==> src/rtl/lip_pkg.sv <==
// lip_pkg: shared constants for the line intersection pipeline.
// No dependencies; used by every RTL file of the block.
package lip_pkg;
  localparam int COORD_BITS_DEF = 16;
  localparam int FRAC_BITS_DEF  = 16;
  localparam int FIELD_W        = 16;
  localparam int PARAM_W        = 32;
  localparam int QUEUE_DEPTH    = 4;
  localparam logic [PARAM_W-1:0] POS_LIMIT = 32'h7FFF_FFFF;
  localparam logic [PARAM_W-1:0] NEG_LIMIT = 32'h8000_0000;
endpackage

==> src/rtl/lip_fifo.sv <==
// lip_fifo: small word queue between the front and back pipelines.
// Depends on lip_pkg for the default depth.
module lip_fifo #(
  parameter int W     = 8,
  parameter int DEPTH = lip_pkg::QUEUE_DEPTH
) (
  input  logic         clk,
  input  logic         rst,
  input  logic         push_valid,
  output logic         push_ready,
  input  logic [W-1:0] push_data,
  output logic         pop_valid,
  input  logic         pop_ready,
  output logic [W-1:0] pop_data
);
  localparam int PW = (DEPTH > 1) ? $clog2(DEPTH) : 1;

  logic [W-1:0] mem [DEPTH];
  logic [PW-1:0] wp, rp;
  logic [PW:0] count;
  logic push, pop;

  assign push_ready = count != (PW+1)'(DEPTH);
  assign pop_valid  = count != '0;
  assign pop_data   = mem[rp];
  assign push       = push_valid && push_ready;
  assign pop        = pop_valid && pop_ready;

  always_ff @(posedge clk) begin
    if (rst) begin
      wp    <= '0;
      rp    <= '0;
      count <= '0;
    end else begin
      if (push) wp <= (wp == PW'(DEPTH - 1)) ? '0 : wp + 1'b1;
      if (pop)  rp <= (rp == PW'(DEPTH - 1)) ? '0 : rp + 1'b1;
      if (push && !pop) count <= count + 1'b1;
      else if (pop && !push) count <= count - 1'b1;
    end
  end

  always_ff @(posedge clk) begin
    if (push) mem[wp] <= push_data;
  end
endmodule

==> config.mk <==
export PLATFORM = sky130hd
export DESIGN_NAME = lip_fifo
export DESIGN_NICKNAME = d
export VERILOG_FILES = /design/src/rtl/lip_pkg.sv /design/src/rtl/lip_fifo.sv
export SDC_FILE = /design/constraint.sdc
export NUM_CORES = 1
export LEC_CHECK = 0
export BUFFER_PORTS_ARGS = -buffer_cell sky130_fd_sc_hd__buf_2
export CAP_MARGIN = 0
export CORE_UTILIZATION = 50
export CTS_CLUSTER_DIAMETER = 30
export DETAILED_ROUTE_END_ITERATION = 16
export PLACE_DENSITY = 0.71
export SETUP_SLACK_MARGIN = 0.05
export SLEW_MARGIN = 30
export SYNTH_ARGS = -nofsm -noshare
export SYNTH_HDL_FRONTEND = slang
export SYNTH_SLANG_ARGS = --single-unit
==> constraint.sdc <==
create_clock -name clk -period 3.9 [get_ports clk]
set_input_delay 0.585 -clock clk [delete_from_list [all_inputs] [get_ports clk]]
set_output_delay 0.585 -clock clk [all_outputs]
set_load 0.02 [all_outputs]
==> impl_metrics.json, run 1 <==
{
  "overflow": 0,
  "setup_tns_ns": 0,
  "start_util_pct": 53.09,
  "cts_inserted_buffers": 5,
  "synth_area_mm2": 0.001634,
  "cts_resized": 0,
  "htree_levels": 2,
  "hold_ws_ns": 0.4550,
  "timing.fmax_ghz": 0.4126,
  "rsz0062_at_grt": "false",
  "yosysSeqAreaShare_pct": 69.83,
  "ant_nets": 0,
  "vdd_drop_max_mv": 0.3713,
  "placed_cells": 151,
  "synth_flop_cell": "edfxtp_1",
  "layout_min_cycle_time_ns": 2.424,
  "clk-insertion-delay-late_ns": 0.34,
  "async_flop_share_pct": 0,
  "route.final.wire_length_um": 2407,
  "cp-start-kind": "register",
  "drive_gt1_share_pct": 37.39,
  "endpoint_kind": "register",
  "cts_hold_buf": 0,
  "io_pins": 22,
  "grt_use_total_pct": 16.05,
  "cap_viol_max_count": 0,
  "clkSinkCount": 41,
  "critPathRequiredTime_ns": 4.18,
  "via_per_inst": 5.138,
  "final-setup-viol-count": 0,
  "max_slew_margin_pct": 64.14,
  "grt_pass1_vias": 850,
  "cp_max_fo": 5,
  "clk_path_buf_depth": 2,
  "grt_pass1_wl_um": 3877,
  "mostFrequentLayoutCells": "edfxtp_1 (32), buf_2 (21), dfxtp_1 (9), mux4_2 (8), ha_1 (6)",
  "drt-initial-drc-count": 12,
  "finalHoldViolations": 0,
  "final_cells": 159,
  "dr.pass1.iters": 4,
  "clock_tree.root_cell": "clkbuf_4",
  "antenna_found_initial": 0,
  "dr_total_vias": 817,
  "criticalPathCategory": "register to register",
  "synth_edf_count": 32,
  "grt_max_degree": 13,
  "startpoint": "count[0]",
  "clk_pin_slew_worst_paths_ns": 0.12,
  "reg2reg_slack_ns": 1.48,
  "hold_class": "input pin to register",
  "area_delta_synth_final_pct": 13.32,
  "drc_errors": 0,
  "layout.nets": 133,
  "maxSlewViolCount": 0,
  "power_leakage_uw": 0.0006835,
  "rows": 20,
  "die_w_um": 59.17,
  "ys_ff_latch": 41,
  "hp-start": "push_data[5]",
  "status": "complete, no violations",
  "antenna_cells": 0,
  "die_h_um": 59.17,
  "finClkSkew_ns": 0.01238,
  "yosys_warnings": 0,
  "worst_pin_slew_ns": 0.5333,
  "syn_inst": 90,
  "final_common_cell": "edfxtp_1",
  "rr_startpoint": "count[0]",
  "cts_tree": "yes",
  "wl_per_cell_um": 15.14,
  "utilization_pct": 60.16,
  "ys_types": 26,
  "powerDensity_mw_per_mm2": 644.6,
  "routabilityCongestion": 0.6458,
  "post_cts.repair.setup_buffers": 0,
  "core_region_area_mm2": 0.003078,
  "arrival_ns": 2.70,
  "post-route-period-util_pct": 62.15,
  "avgSynthCellArea_um2": 18.16,
  "dpl.hpwl_um": 1774,
  "die_area_mm2": 0.003501,
  "synth_nets": 109,
  "portBuffers": 21
}
## registers in the layout, summed over array words and instances (netlist names), named ones only
register,count
wp,2
count,3
mem,32
rp,2
## per-layer routing
metal	global-route usage, %	share of wire (%)	up-vias
met5	0	0	-
met4	5.102	0.87	0
met3	5.895	3.5	2
met2	28.41	53	16
met1	17.95	42	405
li1	-	-	394
## final timing paths
| kind | end | depth (start not counted) |
|---|---|---|
| min | mem[3][5] | 1 |
| max | count[2] | 7 |
| max reg2reg | count[2] | 7 |
| min reg2reg | rp[0] | 2 |
## final cells by class
type	instances	area (µm²)
clock buffers	6	41.29
clock inverters	2	33.78
fillers	251	1226
inverters	3	11.26
multi-input cells	42	464.2
flip-flops and latches	41	1141
well taps	44	55.05
repair buffers	21	105.1
## synth_stat cells, types with 2 or more instances
cell type,n,area (µm²)
and3_2,4,30.03
ha_1,6,75.07
a21oi_1,2,10.01
nor2_1,3,11.26
dfxtp_1,9,180.2
mux2i_1,3,30.03
mux4_2,8,180.2
inv_1,3,11.26
edfxtp_1,32,960.9
nand2b_1,2,12.51
or3_2,2,15.01
xor2_1,2,17.52
## worst max-delay path, stage by stage (launching register included)
cell	delay (ns)
dfxtp_1	0.38
o31ai_1	0.51
ha_1	0.29
inv_1	0.07
fa_1	0.38
xor2_1	0.16
or3_2	0.42
a21oi_1	0.15
## report_power, final
part | internal, µW | leakage [µW] | switching, µW
clock | 134 | 0.0000399 | 125
combinational | 160 | 0.000276 | 185
sequential | 537 | 0.000367 | 53.4
total | 830 | 0.000683 | 364
## through the flow
step	setup WS [ns]	power, µW	cell area (µm²)
after CTS	1.460	1205	1852
final	1.476	1194	1852
after global placement	1.637	925.9	1777
after floorplan	1.679	847.7	1634
after global routing	1.288	1261	1852
after detailed placement	1.471	949.6	1777
## cells by family (layout without fill, tap and decap cells)
family | after synthesis | count (layout) | synth area share, %
buffers and inverters | 7 | 32 | 1.760
adder cells (fa/ha/maj) | 7 | 7 | 5.819
multiplexers | 11 | 11 | 12.86
flip-flops | 41 | 41 | 69.83
XOR/XNOR | 2 | 2 | 1.072
AO/OA/AOI/OAI | 5 | 5 | 2.144
AND/OR/NAND/NOR | 17 | 17 | 6.508
(Power assumes the default switching activity.)
==> inputs of run 2 (changes only) <==
--- a/config.mk
+++ b/config.mk
@@ -5,6 +5,7 @@
 export SDC_FILE = /design/constraint.sdc
 export NUM_CORES = 1
 export LEC_CHECK = 0
+export ABC_AREA = 1
 export BUFFER_PORTS_ARGS = -buffer_cell sky130_fd_sc_hd__buf_2
 export CAP_MARGIN = 0
 export CORE_UTILIZATION = 50
==> constraint.sdc (replaced) <==
create_clock -name clk -period 2.3 [get_ports clk]
set_input_delay 0.345 -clock clk [delete_from_list [all_inputs] [get_ports clk]]
set_output_delay 0.345 -clock clk [all_outputs]
set_load 0.02 [all_outputs]
==> run 2 against run 1 <==
Net effect:
- cell count up 39%
- clock power up 41%
- setup slack worse by 1.1 ns
- die area up 3.7%
==> impl_metrics.json, run 2 <==
{
  "status": "complete, no violations",
  "rsz0062_at_grt": "false",
  "dr_total_vias": 1110,
  "powerDensity_mw_per_mm2": 1108,
  "cap_viol_max_count": 0,
  "slowest_delay_ns": 0.56,
  "io_pins": 22,
  "overflow": 0,
  "wl_met3_um": 98,
  "core_region_area_mm2": 0.003128,
  "htree_levels": 2,
  "dr_wl_met2_um": 1514,
  "grt_pass1_vias": 1072,
  "rr_startpoint": "count[1]",
  "ant_nets": 0,
  "ys_ff_latch": 41,
  "via_per_inst": 5.023,
  "die_h_um": 60.25,
  "clkSinkCount": 41,
  "cp_cell_sequence": "inv_2 -> o21ai_0 -> o22ai_1 -> buf_2",
  "drc_errors": 0,
  "die_w_um": 60.25,
  "cts_inserted_buffers": 5,
  "highest_layer": "met4",
  "post_cts.repair.setup_buffers": 0,
  "layout_min_cycle_time_ns": 1.923,
  "critPathRequiredTime_ns": 1.96,
  "antenna_cells": 0,
  "synth_edf_count": 32,
  "cts_hold_buf": 0,
  "cts_tree": "yes",
  "endpoint_kind": "primary output",
  "synthTopCellsByArea": "edfxtp_1 (57%), dfxtp_1 (11%), nor2_1 (7.1%)",
  "async_flop_share_pct": 0,
  "rows": 20,
  "power_leakage_uw": 0.0007744,
  "route.final.wire_length_um": 2893,
  "clk_path_buf_depth": 2,
  "cp-start-kind": "register",
  "layout.nets": 195,
  "synth_area_mm2": 0.001697,
  "finalHoldViolations": 0,
  "synthTopCellsByCount": "edfxtp_1 (32), nor2_1 (32), inv_1 (15)",
  "hold_class": "input pin to register",
  "clk-insertion-delay-late_ns": 0.35,
  "drt-met1-wl_um": 1237,
  "cp_top_family": "flip-flops",
  "maxSlewViolCount": 0,
  "criticalPathCategory": "register to primary output",
  "worst_pin_slew_ns": 0.3714,
  "mostFrequentLayoutCells": "nor2_1 (32), edfxtp_1 (32), buf_2 (21), inv_1 (15), o21ai_0 (13)",
  "largest-register": "mem",
  "reg2reg_slack_ns": 0.44,
  "finClkSkew_ns": 0.01238,
  "routabilityCongestion": 0.7055,
  "post-route-period-util_pct": 83.63,
  "hp-start": "rst",
  "hold_ws_ns": 0.1614,
  "wl_per_cell_um": 13.09,
  "place_area_mm2": 0.001872,
  "clock_tree.root_cell": "clkbuf_4",
  "cp_max_fo": 16,
  "synth_flop_cell": "edfxtp_1",
  "final-setup-viol-count": 0,
  "clk_pin_slew_worst_paths_ns": 0.10,
  "setup_tns_ns": 0,
  "largest_reg_flops": 32,
  "drive_gt1_share_pct": 22.60,
  "synth_nets": 164,
  "cts_resized": 0,
  "portBuffers": 21,
  "dr.pass1.iters": 4,
  "arrival_ns": 1.58,
  "yosysSeqAreaShare_pct": 67.26,
  "yosys_warnings": 0,
  "crit_slowest_cell": "dfxtp_1",
  "nFillCells": 268,
  "ys_types": 20,
  "dpl.hpwl_um": 2019,
  "timing.fmax_ghz": 0.5199,
  "synth_top_area_share_pct": 56.64,
  "drt-initial-drc-count": 18,
  "grt_pass1_wl_um": 4705,
  "crit_buf_inv": 2,
  "start_util_pct": 54.24,
  "avgSynthCellArea_um2": 11.70,
  "top_regs": "mem x32, count x3",
  "synth_area_leader_cell": "edfxtp_1",
  "grt_use_total_pct": 18.95,
  "max_slew_margin_pct": 75.21,
  "area_delta_synth_final_pct": 13.79,
  "antenna_found_initial": 0,
  "vdd_drop_max_mv": 0.5189,
  "syn_inst": 145,
  "die_area_mm2": 0.003630,
  "grt_max_degree": 17,
  "fin_area_mm2": 0.001931
}
run 2: layout make-up:
| cell class | count | area, µm² | area share, % |
|---|---|---|---|
| sequential | 41 | 1141 | 59.11 |
| multi-input combinational | 86 | 473.0 | 24.50 |
| timing repair buffer | 26 | 142.6 | 7.388 |
| inverter | 16 | 60.06 | 3.111 |
| clock buffer | 8 | 58.81 | 3.046 |
| tap | 44 | 55.05 | 2.852 |
run 2: kinds of logic (layout without fill, tap and decap cells):
logic type	count (synthesis)	count (layout)	share of synthesized area [%]
AOI/OAI and AO/OA	27	27	9.218
xor gates and xnor gates	1	1	0.5163
adders and majority gates	7	7	5.605
buffers and inverters	18	50	4.867
DFF	41	41	67.26
and+or+nand+nor	51	51	12.54
run 2: layer usage:
layer / vias to the layer above / global-route usage [%]
li1: 561 / -
met1: 525 / 20.43
met3: 5 / 5.844
met2: 19 / 34.38
met5: - / 0
met4: 0 / 6.977
run 2: stage by stage:
step	total power (µW)	util [%]	cells	setup slack, ns
after floorplan	1560	-	145	0.5374
after global placement	1754	59.84	213	0.5512
after detailed placement	1800	59.84	213	0.4591
after CTS	2157	61.72	221	0.3371
after global routing	2294	61.72	221	0.1941
final	2140	61.72	221	0.3766
run 2: worst reg2reg max path, stage by stage, from the launching register on:
cell     delay [ns]
dfxtp_1        0.36
nor2_2         0.17
nand2_2        0.10
nand2_2        0.13
inv_1          0.06
ha_1           0.20
inv_1          0.09
fa_1           0.42
o21ai_0        0.18
nor2_1         0.05
run 2: final timing paths:
check | end | cells after the start
setup / recovery | pop_data[2] | 4
hold / removal | count[0] | 2
hold reg to reg | rp[1] | 2
setup reg to reg | count[1] | 9
run 2: report_power, final:
part / total (µW) / leakage [µW] / switching, µW / internal, µW
logic: 769 / 0.000374 / 495 / 274
clock network: 364 / 0.0000326 / 213 / 151
registers: 1010 / 0.000368 / 89.8 / 917
